File: config.mk
export PLATFORM = sky130hd
export DESIGN_NAME = led_blink_pattern_generator_unit
export DESIGN_NICKNAME = d
export VERILOG_FILES = /design/src/rtl/lbpg_pkg.sv /design/src/rtl/lbpg_cfg_regs.sv /design/src/rtl/lbpg_core.sv /design/src/rtl/led_blink_pattern_generator_unit.sv
export SDC_FILE = /design/constraint.sdc
export NUM_CORES = 1
export LEC_CHECK = 0
export BUFFER_PORTS_ARGS = -buffer_cell sky130_fd_sc_hd__buf_2
export CAP_MARGIN = 20
export CORE_MARGIN = 5
export CORE_UTILIZATION = 60
export DETAILED_ROUTE_END_ITERATION = 7
export PLACE_DENSITY = 0.84
export SLEW_MARGIN = 0
export SYNTH_ARGS = -nofsm -noshare
export SYNTH_HDL_FRONTEND = slang
export SYNTH_HIERARCHICAL = 1
export SYNTH_SLANG_ARGS = --single-unit
export TNS_END_PERCENT = 5
File: constraint.sdc
create_clock -name clk_i -period 12.95 [get_ports clk_i]
set_clock_uncertainty 0.2 [all_clocks]
set_input_delay 0.6475 -clock clk_i [delete_from_list [all_inputs] [get_ports clk_i]]
set_output_delay 0.6475 -clock clk_i [all_outputs]
set_load 0.01 [all_outputs]
File: src/rtl/lbpg_pkg.sv
// Types and constants of the LED blink pattern generator.
// No dependencies; imported by every module of the unit.
`default_nettype none

package lbpg_pkg;

  localparam int unsigned TimeBits  = 16;
  localparam int unsigned DurBits   = 16;
  localparam int unsigned CmpBits   = (TimeBits > DurBits) ? TimeBits : DurBits;
  localparam int unsigned RepBits   = 9;
  localparam int unsigned PulseBits = 8;
  localparam int unsigned PAddrBits = 5;
  localparam int unsigned PDataBits = 32;

  typedef enum logic [1:0] {
    CmdTick  = 2'd0,
    CmdStart = 2'd1,
    CmdSolid = 2'd2
  } cmd_e;

  typedef enum logic [2:0] {
    RegOnTime     = 3'd0,
    RegOffTime    = 3'd1,
    RegPauseTime  = 3'd2,
    RegRepeat     = 3'd3,
    RegActiveHigh = 3'd4
  } reg_idx_e;

  typedef struct packed {
    logic [1:0] command;
    logic       solid_on;
  } lbpg_in_t;

  typedef struct packed {
    logic pin_level;
    logic pattern_running;
  } lbpg_out_t;

  typedef struct packed {
    logic [DurBits-1:0]        on_time_ms;
    logic [DurBits-1:0]        off_time_ms;
    logic [DurBits-1:0]        pause_time_ms;
    logic signed [RepBits-1:0] repeat_count;
    logic                      lit_high;
  } lbpg_cfg_t;

endpackage

`default_nettype wire

File: src/rtl/lbpg_cfg_regs.sv
// APB register file holding the pattern configuration.
// Depends on lbpg_pkg.
`default_nettype none

module lbpg_cfg_regs
  import lbpg_pkg::*;
(
  input  wire logic                 clk_i,
  input  wire logic                 rst_ni,
  input  wire logic                 psel,
  input  wire logic                 penable,
  input  wire logic                 pwrite,
  input  wire logic [PAddrBits-1:0] paddr,
  input  wire logic [PDataBits-1:0] pwdata,
  output logic      [PDataBits-1:0] prdata,
  output logic                      pready,
  output lbpg_cfg_t                 cfg_o
);

  lbpg_cfg_t cfg_q;
  reg_idx_e  idx;
  logic      wr_en;

  assign idx    = reg_idx_e'(paddr[PAddrBits-1:2]);
  assign wr_en  = psel & penable & pwrite;
  assign pready = 1'b1;
  assign cfg_o  = cfg_q;

  always_ff @(posedge clk_i or negedge rst_ni) begin
    if (!rst_ni) begin
      cfg_q.on_time_ms    <= '0;
      cfg_q.off_time_ms   <= '0;
      cfg_q.pause_time_ms <= '0;
      cfg_q.repeat_count  <= '0;
      cfg_q.lit_high      <= 1'b1;
    end else if (wr_en) begin
      case (idx)
        RegOnTime:     cfg_q.on_time_ms    <= pwdata[DurBits-1:0];
        RegOffTime:    cfg_q.off_time_ms   <= pwdata[DurBits-1:0];
        RegPauseTime:  cfg_q.pause_time_ms <= pwdata[DurBits-1:0];
        RegRepeat:     cfg_q.repeat_count  <= pwdata[RepBits-1:0];
        RegActiveHigh: cfg_q.lit_high      <= pwdata[0];
        default: ;
      endcase
    end
  end

  always_comb begin
    prdata = '0;
    case (idx)
      RegOnTime:     prdata = PDataBits'(cfg_q.on_time_ms);
      RegOffTime:    prdata = PDataBits'(cfg_q.off_time_ms);
      RegPauseTime:  prdata = PDataBits'(cfg_q.pause_time_ms);
      RegRepeat:     prdata = PDataBits'(unsigned'(cfg_q.repeat_count));
      RegActiveHigh: prdata = PDataBits'(cfg_q.lit_high);
      default:       prdata = '0;
    endcase
  end

endmodule

`default_nettype wire

File: src/rtl/lbpg_core.sv
// Pattern state registers and the combinational update for a single beat.
// Depends on lbpg_pkg.
`default_nettype none

module lbpg_core
  import lbpg_pkg::*;
(
  input  wire logic      clk_i,
  input  wire logic      rst_ni,
  input  wire logic      en_i,
  input  wire lbpg_in_t  item_i,
  input  wire lbpg_cfg_t cfg_i,
  output lbpg_out_t      res_o
);

  localparam logic [TimeBits-1:0] TimeMax = '1;

  logic                 led_q, led_d;
  logic                 phase_q, phase_d;
  logic                 pausing_q, pausing_d;
  logic [PulseBits-1:0] pulse_q, pulse_d;
  logic [TimeBits-1:0]  elapsed_q, elapsed_d;
  logic [RepBits-1:0]   rep_q, rep_d;
  logic [DurBits-1:0]   on_q, on_d;
  logic [DurBits-1:0]   off_q, off_d;
  logic [DurBits-1:0]   pause_q, pause_d;

  logic [TimeBits-1:0]  el_inc;
  logic [DurBits-1:0]   dur;
  logic [PulseBits-1:0] pulse_inc;
  logic                 same_pattern;
  cmd_e                 cmd;

  assign cmd       = cmd_e'(item_i.command);
  assign el_inc    = (elapsed_q != TimeMax) ? elapsed_q + 1'b1 : elapsed_q;
  assign dur       = phase_q ? on_q : off_q;
  assign pulse_inc = pulse_q + 1'b1;
  assign same_pattern = (rep_q == unsigned'(cfg_i.repeat_count)) &&
                        (on_q == cfg_i.on_time_ms) && (off_q == cfg_i.off_time_ms) &&
                        (pause_q == cfg_i.pause_time_ms);

  always_comb begin
    led_d     = led_q;
    phase_d   = phase_q;
    pausing_d = pausing_q;
    pulse_d   = pulse_q;
    elapsed_d = elapsed_q;
    rep_d     = rep_q;
    on_d      = on_q;
    off_d     = off_q;
    pause_d   = pause_q;
    case (cmd)
      CmdTick: begin
        if (rep_q != '0) begin
          elapsed_d = el_inc;
          if (pausing_q) begin
            if (CmpBits'(el_inc) >= CmpBits'(pause_q)) begin
              pausing_d = 1'b0;
              pulse_d   = '0;
              phase_d   = 1'b1;
              elapsed_d = '0;
              led_d     = 1'b1;
            end
          end else if (CmpBits'(el_inc) >= CmpBits'(dur)) begin
            phase_d   = ~phase_q;
            led_d     = ~phase_q;
            elapsed_d = '0;
            if (phase_q) begin
              pulse_d = pulse_inc;
              if (!rep_q[RepBits-1] && (pulse_inc >= rep_q[PulseBits-1:0])) begin
                if (pause_q != '0) begin
                  pausing_d = 1'b1;
                  pulse_d   = '0;
                end else begin
                  rep_d = '0;
                  led_d = 1'b0;
                end
              end
            end
          end
        end
      end
      CmdStart: begin
        if (!same_pattern) begin
          on_d      = cfg_i.on_time_ms;
          off_d     = cfg_i.off_time_ms;
          pause_d   = cfg_i.pause_time_ms;
          rep_d     = unsigned'(cfg_i.repeat_count);
          pulse_d   = '0;
          pausing_d = 1'b0;
          phase_d   = 1'b1;
          elapsed_d = '0;
          led_d     = 1'b1;
        end
      end
      CmdSolid: begin
        rep_d     = '0;
        pausing_d = 1'b0;
        led_d     = item_i.solid_on;
      end
      default: ;
    endcase
  end

  assign res_o.pin_level       = cfg_i.lit_high ? led_d : ~led_d;
  assign res_o.pattern_running = (rep_d != '0);

  always_ff @(posedge clk_i or negedge rst_ni) begin
    if (!rst_ni) begin
      led_q     <= 1'b0;
      phase_q   <= 1'b0;
      pausing_q <= 1'b0;
      pulse_q   <= '0;
      elapsed_q <= '0;
      rep_q     <= '0;
      on_q      <= '0;
      off_q     <= '0;
      pause_q   <= '0;
    end else if (en_i) begin
      led_q     <= led_d;
      phase_q   <= phase_d;
      pausing_q <= pausing_d;
      pulse_q   <= pulse_d;
      elapsed_q <= elapsed_d;
      rep_q     <= rep_d;
      on_q      <= on_d;
      off_q     <= off_d;
      pause_q   <= pause_d;
    end
  end

endmodule

`default_nettype wire

File: src/rtl/led_blink_pattern_generator_unit.sv
// LED blink burst pattern generator. One beat in, one beat out: each beat
// is a tick (one millisecond), a start or a solid command, and its result is
// the pin level and whether a timed pattern runs. The unit takes one beat per
// cycle while in_ready_o is high; a beat waits in the input register and its
// result moves to the output register once that one is free. While a
// result waits, the input register takes one more beat and then holds
// in_ready_o low. The pattern update is a single compare and counter step in
// lbpg_core. Configuration comes over APB (registers at byte offsets 0, 4, 8,
// 12, 16).
`default_nettype none

module led_blink_pattern_generator_unit
  import lbpg_pkg::*;
(
  input  wire logic                 clk_i,
  input  wire logic                 rst_ni,
  input  wire logic                 in_valid_i,
  output logic                      in_ready_o,
  input  wire lbpg_in_t             in_data_i,
  output logic                      out_valid_o,
  input  wire logic                 out_ready_i,
  output lbpg_out_t                 out_data_o,
  input  wire logic                 psel,
  input  wire logic                 penable,
  input  wire logic                 pwrite,
  input  wire logic [PAddrBits-1:0] paddr,
  input  wire logic [PDataBits-1:0] pwdata,
  output logic      [PDataBits-1:0] prdata,
  output logic                      pready
);

  lbpg_cfg_t cfg;
  lbpg_in_t  in_q;
  lbpg_out_t res;
  lbpg_out_t out_q;
  logic      in_vld_q;
  logic      out_vld_q;
  logic      advance;

  assign advance     = in_vld_q & (~out_vld_q | out_ready_i);
  assign in_ready_o  = ~in_vld_q | advance;
  assign out_valid_o = out_vld_q;
  assign out_data_o  = out_q;

  lbpg_cfg_regs u_regs (
    .clk_i,
    .rst_ni,
    .psel,
    .penable,
    .pwrite,
    .paddr,
    .pwdata,
    .prdata,
    .pready,
    .cfg_o (cfg)
  );

  lbpg_core u_core (
    .clk_i,
    .rst_ni,
    .en_i   (advance),
    .item_i (in_q),
    .cfg_i  (cfg),
    .res_o  (res)
  );

  always_ff @(posedge clk_i or negedge rst_ni) begin
    if (!rst_ni) begin
      in_vld_q  <= 1'b0;
      out_vld_q <= 1'b0;
    end else begin
      if (in_ready_o) begin
        in_vld_q <= in_valid_i;
      end
      if (advance) begin
        out_vld_q <= 1'b1;
      end else if (out_ready_i) begin
        out_vld_q <= 1'b0;
      end
    end
  end

  always_ff @(posedge clk_i) begin
    if (in_ready_o && in_valid_i) begin
      in_q <= in_data_i;
    end
    if (advance) begin
      out_q <= res;
    end
  end

endmodule

`default_nettype wire

Word level (Yosys, flattened, before mapping)
Index checks and enable logic that the tools add are counted.
{"block": "op_classes", "add_sub_neg": 2, "mul": 0, "div": 0, "n_lt_le_gt_ge": 3, "n_eq_ne": 16, "n_shift": 0, "muxes": 53, "bitwise": 10, "n_reduce_logical": 24}
{"op": "$mux 16", "n": 7}
{"op": "$pmux 16 s5", "n": 1}
{"op": "$mux 8", "n": 8}
{"op": "$mux 9", "n": 7}
{"op": "$eq 16x16->1", "n": 3}
{"op": "$ge 16x16->1", "n": 2}
{"op": "$pmux 16 s2", "n": 1}
{"op": "$pmux 9 s3", "n": 1}
{"op": "$mux 1", "n": 24}
{"op": "$reduce_bool 9->1", "n": 2}
{"op": "$add 16x1->16 const B", "n": 1}
{"op": "$ne 16x16->1 const B", "n": 1}
{"op": "$pmux 8 s2", "n": 1}
{"op": "$reduce_bool 16->1", "n": 1}
{"op": "$reduce_and 2->1", "n": 5}
{"op": "$eq 9x9->1", "n": 1}
{"op": "$add 8x1->8 const B", "n": 1}
{"op": "$ge 8x8->1", "n": 1}
{"op": "$reduce_and 4->1", "n": 2}
{"op": "$reduce_and 7->1", "n": 1}
{"op": "$eq 3x2->1 const B", "n": 2}
{"op": "$ne 3x1->1 const B", "n": 2}
{"op": "$pmux 1 s3", "n": 2}
{"op": "$reduce_and 6->1", "n": 1}
{"op": "18 further kinds", "n": 30}
{"block": "totals", "register_bits": 149, "latchBits": 0, "ram_bits": 0, "rom_bits": 0, "inputBits": 47, "out_inout_bits": 37, "word_cells": 128, "memories": 0}

Longest topological paths before layout
Gate-level depths: netlist of run 1.
{"block": "logic_depth", "depth_word": 11, "ltp_mapped": 17, "mapped_depth_nobuf": 15}

Modules after synthesis
The synthesis of run 1 kept the hierarchy.
{"mod": "lbpg_core", "instances": 1, "cells_per_inst": 582, "area_per_inst_um2": 6012.0, "seq_area_each_um2": 2102.0}
{"mod": "lbpg_cfg_regs", "instances": 1, "cells_per_inst": 206, "area_per_inst_um2": 2856.5, "seq_area_each_um2": 1452.6}
{"mod": "led_blink_pattern_generator_unit", "instances": 1, "cells_per_inst": 13, "area_per_inst_um2": 254.0, "seq_area_each_um2": 200.2}

Worst setup path before layout of run 1
No wires, ideal clock.
{"block": "synth_path", "path_kind": "register -> register", "from": "reg u_core.elapsed_q[0]", "to": "reg u_core.pulse_q[3]", "setup_ps": 125, "arrival_time_ps": 3874, "required_ps": 12625, "slack_ps": 8751, "stages_incl_launch_ff": 17, "path_buffers": 2, "period_less_slack_ps": 4199, "cell_sequence": "dfrtp_1 -> ha_1 -> nand2_1 -> nor4_2 -> and2_1 -> buf_2 -> nand2_1 -> mux2_2 -> ha_1 -> o21ai_0 -> o21a_1 -> o41ai_1 -> o21ai_0 -> o21ai_1 -> and3_1 -> buf_6 -> mux2_2"}
{"block": "synth_via", "elab_chain_cells": 5, "word_cells_on_any_way": 8, "cone_classes": "add/sub: 1; order compare: 2; eq/ne: 3; mux: 1; reduce/logical: 1"}
{"element": "start: declaration", "line": "lbpg_core.sv:22", "text": "logic [TimeBits-1:0] elapsed_q, elapsed_d;"}
{"element": "start signal: assignment", "line": "lbpg_core.sv:124", "text": "elapsed_q <= elapsed_d;"}
{"element": "$add 16x1->16 / $ne 16x16->1 (equally long branches)", "line": "lbpg_core.sv:35", "text": "assign el_inc = (elapsed_q != TimeMax) ? elapsed_q + 1'b1 : elapsed_q;"}
{"element": "$mux 16 (*)", "line": "lbpg_core.sv:35"}
{"element": "$ge 16x16->1 (on tied branches)", "line": "lbpg_core.sv:57, lbpg_core.sv:64"}
{"element": "$ne 3x3->1 (no source line) / $ne 3x1->1 (equally long branches)"}
{"element": "$reduce_and 7->1 (no source line) (*)"}
{"element": "end signal: assignment", "line": "lbpg_core.sv:123", "text": "pulse_q <= pulse_d;"}
{"element": "end: declaration", "line": "lbpg_core.sv:21", "text": "logic [PulseBits-1:0] pulse_q, pulse_d;"}
Every way passes the cells marked *; elsewhere a longest branch is shown, timed or not.
A chain may end at the register's enable or synchronous reset.

Worst setup path after layout of run 1
Ends and elaborated chain as after synthesis.

==> reports/results.ini, run 1 <==
[sta]
period_share=0.378
grt_setup_unrepaired=no
fin_crit_ns=4.89
slew_headroom=0.285
setup_ws_ns=8.06
hold_viol_final=0
setup_viol=0
tightest_slew_ns=1.07
fmax_mhz=204
tns_ns=0
slew_viol_final=0

[setup_path]
cp.arrival_ns=5.00
cp_slowest_cell=nor4_2
critPathMaxFanout=8
path_buf_inv=0
r2r_cells=14
slowest_delay_ns=0.46
end_kind=flop
start_kind=flop
crit_chain=ha_1 > nand2_1 > nor4_2 > and2_1 > nand2_1 > mux2_2 > ha_1 > o21ai_0 > o21a_1 > o41ai_1 > o21ai_0 > o21ai_1 > and3_1 > mux2_2
required_ns=13.06
crit_family=simple AND/OR/NAND/NOR gates
path_depth=14
critPathKind=reg2reg

[die]
fp.dieW_um=133
ios=84
fp.dieH_um=133
rows=45
dieArea_sq_mm=0.0178
start_util=0.607
core_area_sq_mm=0.0150

[logic_synthesis]
yosys_warnings=6
ys_ff_latch=149
syn-mean-instance-area_sq_um=11.4
synth_area_sq_mm=0.00912
synth_top_family_by_area=multiplexers
synth_edf_count=5
synth-xor-area-share=0.0682
synthAdderAreaFrac=0.0631
synthCells=801
yosys.area_share.simple=0.122
synth_compound_area_frac=0.0870
seq_area_frac_synth=0.412
synth_mux_area_frac=0.196
synth_top_flop_cell=dfrtp_1
yosys.cell_types.count=75
async_flop_share=0.966

[finish]
fin_util=0.659
layout-drive-gt1-share=0.260
fillers=1079
stdcell_area_sq_mm=0.00991
antenna_cells=0
syn_to_final_growth_pct=8.64
nets=936

[pwr]
seq_power_share=0.411
peakVddDrop_mv=0.110
leakage_nw=4.88
switching_share=0.357
switchingPower_w=0.000609
combPwrFrac=0.319
clockPowerShare=0.270
p_per_area_mw_per_mm2=172
intPower_w=0.00110

[clock_tree]
cts_tree=yes
clk_pin_slew_ns=0.06
insertion_delay_ns=0.43
clk_path_buf_depth=2
htree_levels=4
cts_setup_buffers=0
cts_resized=0
cts_root_buf=clkbuf_16
holdBufCountCts=0
cts_buffers=17
clock_sinks=149

[run_status]
status=completed

[drt]
num_vias=6492
antenna_left=0
post-route-drc-count=0
viasPerCell=6.22
wirelength_um=21600
dr.pass1.iters=5
drtIter0Drc=589
wl_per_cell_um=20.7

[global_route]
antenna_found_initial=0
grt.busiest_layer=met2
grt_max_degree=78
grt_util_met2=0.406
overflow=0
grt_first_pass_wirelength_um=35200
grtUsageTotal=0.251
grt_use_met3=0.0427
grt_pass1_vias=6568
met1_usage=0.335

[placement]
hpwlAfterDp_um=14800
pre_cts_ws_ns=8.16
port_buffers=48
gp_congestion=0.908
place_area_sq_mm=0.00936

[hold_path]
hold_class=in2async

[job]
maxCapViolations=0

## power by group through the flow
stage / clock network, W / logic (W) / registers [W]
global placement: 0 / 0.000511 / 0.000694
CTS: 0.000467 / 0.000538 / 0.000698
finish: 0.000461 / 0.000545 / 0.000701
detailed placement: 0 / 0.000524 / 0.000702
floorplan: 0 / 0.000403 / 0.000662
global route: 0.000488 / 0.000592 / 0.000716
## sequential cells by signal (all words and copies together) (netlist names)
name,flops
u_core/pausing_q,1
u_core/elapsed_q,16
u_core/rep_q,9
in_vld_q,1
u_core/on_q,16
in_q,3
out_data_o,2
u_core/off_q,16
out_valid_o,1
u_regs/cfg_o,58
u_core/phase_q,1
u_core/pause_q,16
u_core/led_q,1
u_core/pulse_q,8
## placed cells by master, fill, tap and decap left out, types with 4 or more instances in the layout
cell type,n
dfrtp_1,143
mux2_2,91
xor2_1,62
buf_2,47
ha_1,46
nand2_1,42
inv_1,35
a21oi_1,30
nor2_1,27
mux2i_1,24
mux2_4,20
clkbuf_16,18
nor4_1,18
nor2b_1,17
conb_1,17
nand3_1,16
o21ai_0,14
nand4_1,13
a22o_1,13
a21o_1,11
nand2b_1,10
or2_2,10
xnor2_1,9
and3_1,8
o21a_1,8
mux4_2,8
a31oi_1,6
edfxtp_1,5
nor3_1,5
mux2_1,4
## cell usage after synthesis, types with 8 or more instances
cell	number	area, sq um
mux2_4	20	300
a21oi_1	30	150
nand2b_1	10	62.6
and3_1	8	50.1
nor2b_1	17	106
nor4_1	18	113
nor2_1	27	101
mux2i_1	24	240
mux4_2	8	180
ha_1	46	576
o21ai_0	14	70.1
nand3_1	16	80.1
a22o_1	13	114
xnor2_1	9	78.8
inv_1	35	131
or2_2	10	62.6
o21a_1	8	60.1
dfrtp_1	143	3580
xor2_1	62	543
buf_4	24	180
nand2_1	42	158
mux2_2	91	1020
nand4_1	13	81.3
a21o_1	11	82.6
## layout make-up
| class | count | area (sq um) | area share |
|---|---|---|---|
| multi-input cells | 589 | 4970 | 0.501 |
| flip-flops and latches | 149 | 3750 | 0.379 |
| clock inverters | 9 | 68.8 | 0.00694 |
| inverters | 35 | 131 | 0.0133 |
| well taps | 188 | 235 | 0.0237 |
| repair buffers | 51 | 269 | 0.0271 |
| clock buffers | 22 | 485 | 0.0490 |
## logic make-up (layout without fill, tap and decap cells)
family	Yosys count	after routing
AND/OR/NAND/NOR	192	192
adder cells (fa/ha/maj)	46	46
XOR/XNOR	71	71
other	2	17
AO/OA/AOI/OAI	116	116
buffers and inverters	78	117
multiplexers	147	147
flip-flops	149	149
## stage by stage
stage | std cells | power (W) | hold WS (ns)
after global routing | 1043 | 0.00180 | 0.0831
after detailed placement | 1012 | 0.00123 | 0.305
after global placement | 1012 | 0.00120 | 0.293
after CTS | 1043 | 0.00170 | 0.0499
final | 1043 | 0.00171 | 0.0261
after floorplan | 816 | 0.00107 | 0.152
## metal layers
layer,vias to the layer above,share of wire
li1,2964,-
met4,0,0.039
met1,3215,0.42
met3,55,0.060
met5,-,0
met2,258,0.48
## final timing paths
kind | startpoint | endpoint | slack (ns)
worst max register to register | u_core/elapsed_q[0]$_DFFE_PN0P_ | u_core/pulse_q[3]$_DFFE_PN0P_ | 8.06
max in group asynchronous | rst_ni | u_core/pause_q[6]$_DFFE_PN0P_ | 11.14
worst min-delay path | rst_ni | u_core/elapsed_q[12]$_DFFE_PN0P_ | 0.03
worst max-delay path | u_core/elapsed_q[0]$_DFFE_PN0P_ | u_core/pulse_q[3]$_DFFE_PN0P_ | 8.06
min in group clk_i | in_data_i[0] | in_q[0]$_DFFE_PP_ | 0.20
worst min register to register | u_core/pulse_q[6]$_DFFE_PN0P_ | u_core/pulse_q[6]$_DFFE_PN0P_ | 0.33
(Power assumes the default switching activity.)
==> run 2, diff against run 1 <==
clock period = 4.9 ns   (was 12.95 ns; I/O delays follow)
==> reports/results.ini, run 2 (same netlist as run 1, synthesis figures left out) <==
[run_status]
status=completed

[clock_tree]
cts_setup_buffers=0
clk_path_buf_depth=2
cts_root_buf=clkbuf_16
htree_levels=4
clk_pin_slew_ns=0.06
clock_sinks=149
insertion_delay_ns=0.43
cts_buffers=17
cts_tree=yes

[die]
start_util=0.607
ios=84
core_area_sq_mm=0.0150
rows=45
fp.dieW_um=133
fp.dieH_um=133
dieArea_sq_mm=0.0178

[setup_path]
r2r_cells=14
crit-reg2reg-launch=u_core/elapsed_q[0]$_DFFE_PN0P_
critPathKind=reg2reg
end_kind=flop
required_ns=5.06
reg2reg_slack_ns=0.32
critPathMaxFanout=13
start_kind=flop
cp.arrival_ns=4.74
rr_endpoint=u_core/elapsed_q[10]$_DFFE_PN0P_

[global_route]
grtUsageTotal=0.262
grt_max_degree=101
grt.busiest_layer=met2
grt_first_pass_wirelength_um=36500
overflow=0
met1_usage=0.342
antenna_found_initial=0
grt_use_met3=0.0502
grt_util_met2=0.434
grt_pass1_vias=6761

[finish]
layout-drive-gt1-share=0.265
fillers=971
layout_commonest_cell=dfrtp_1
antenna_cells=0
stdcell_area_sq_mm=0.0103
largest_register_ff_count=58
nets=965
multiInputGateArea_sq_mm=0.00500
seq_area_sq_mm=0.00375
layout_common_cells=dfrtp_1 (143), mux2_2 (91), xor2_1 (62)
syn_to_final_growth_pct=12.6

[pwr]
p_per_area_mw_per_mm2=459
combPwrFrac=0.315
intPower_w=0.00303
switchingPower_w=0.00168
seq_power_share=0.401
total_power_w=0.00471
peakVddDrop_mv=0.319
clockPowerShare=0.284
switching_share=0.358
leakage_nw=5.04

[sta]
slew_viol_final=0
period_share=0.935
hold_viol_final=0
tightest_slew_ns=1.14
slew_headroom=0.243
fmax_mhz=218
grt_setup_unrepaired=no
tns_ns=0
fin_crit_ns=4.58
hold_ws_ns=0.116
setup_viol=0

[drt]
antenna_left=0
drtIter0Drc=605
wirelength_um=22900
dr.pass1.iters=6
viasPerCell=6.28
wl_per_cell_um=21.3
post-route-drc-count=0
num_vias=6733

[placement]
gp_congestion=0.871
hpwlAfterDp_um=15200
port_buffers=48
place_area_sq_mm=0.00939

[hold_path]
min-delay-start=pwrite
holdPathStages=4
hold_path_end=u_regs/cfg_o[0]$_DFFE_PN1P_
hold_class=in2reg

[job]
maxCapViolations=0

run 2: cell types whose count changed in the layout (fill, tap and decap cells not counted), moves of 2 or more:
cell	change
bufinv_16	+2
dlygate4sd3_1	+23
buf_4	+5
clkinv_2	-2
run 2: worst max-delay path by stage:
stage                     depth (start not counted)                       startpoint  slack [ns]                          endpoint
after floorplan                                  16  u_core/elapsed_q[0]$_DFFE_PN0P_        0.70     u_core/pulse_q[3]$_DFFE_PN0P_
after global placement                           14  u_core/elapsed_q[0]$_DFFE_PN0P_        0.33     u_core/pulse_q[3]$_DFFE_PN0P_
after detailed placement                         14  u_core/elapsed_q[0]$_DFFE_PN0P_        0.25     u_core/pulse_q[7]$_DFFE_PN0P_
after CTS                                        14  u_core/elapsed_q[0]$_DFFE_PN0P_        0.20     u_core/pulse_q[7]$_DFFE_PN0P_
after global routing                             14  u_core/elapsed_q[0]$_DFFE_PN0P_       0.009  u_core/elapsed_q[11]$_DFFE_PN0P_
final                                            14  u_core/elapsed_q[0]$_DFFE_PN0P_        0.32  u_core/elapsed_q[10]$_DFFE_PN0P_
run 2: final cells by class:
cell class	count	share of cell area
timing repair buffer	80	0.0527
inverter	35	0.0128
clock inverter	11	0.0135
tap	188	0.0229
multi-input combinational	589	0.487
sequential	149	0.366
clock buffer	20	0.0456
run 2: critical path, stage by stage, from the launching register on:
cell       delay [ns]
dfrtp_1          0.42
ha_1             0.29
nand2_1          0.16
nor4_4           0.39
and2_1           0.29
nand2_1          0.24
xnor2_1          0.30
ha_1             0.27
nand2b_1         0.15
a2111oi_1        0.51
o311ai_2         0.19
a211oi_2         0.33
o21a_1           0.47
and3_1           0.22
a221o_1          0.10
run 2: per-stage QoR:
step	utilization	std cells	setup WS, ns
floorplan	-	816	0.701
global placement	0.625	1017	0.335
detailed placement	0.625	1017	0.245
CTS	0.681	1071	0.201
global route	0.683	1072	0.00860
finish	0.683	1072	0.320
run 2: repair_timing:
| action | in CTS | in global routing |
|---|---|---|
| resized for setup | 0 | 8 |
| hold buffers | 23 | 0 |
| setup endpoints to repair | 0 | 31 |
| endpoints found under the hold margin | 164 | 0 |
run 2: layer usage:
| metal | vias to the layer above | part of all wire | wire, um |
|---|---|---|---|
| met4 | 0 | 0.034 | 786 |
| met1 | 3339 | 0.42 | 9570 |
| met2 | 308 | 0.48 | 11100 |
| li1 | 3020 | - | - |
| met5 | - | 0 | 0 |
| met3 | 66 | 0.063 | 1430 |
run 2: power by group through the flow:
stage	Sequential, W	Combinational (W)	Clock (W)
3_5_place_dp	0.00189	0.00138	0
2_1_floorplan	0.00175	0.00107	0
5_1_grt	0.00192	0.00160	0.00141
3_3_place_gp	0.00186	0.00133	0
6_report	0.00189	0.00149	0.00134
4_1_cts	0.00187	0.00143	0.00134
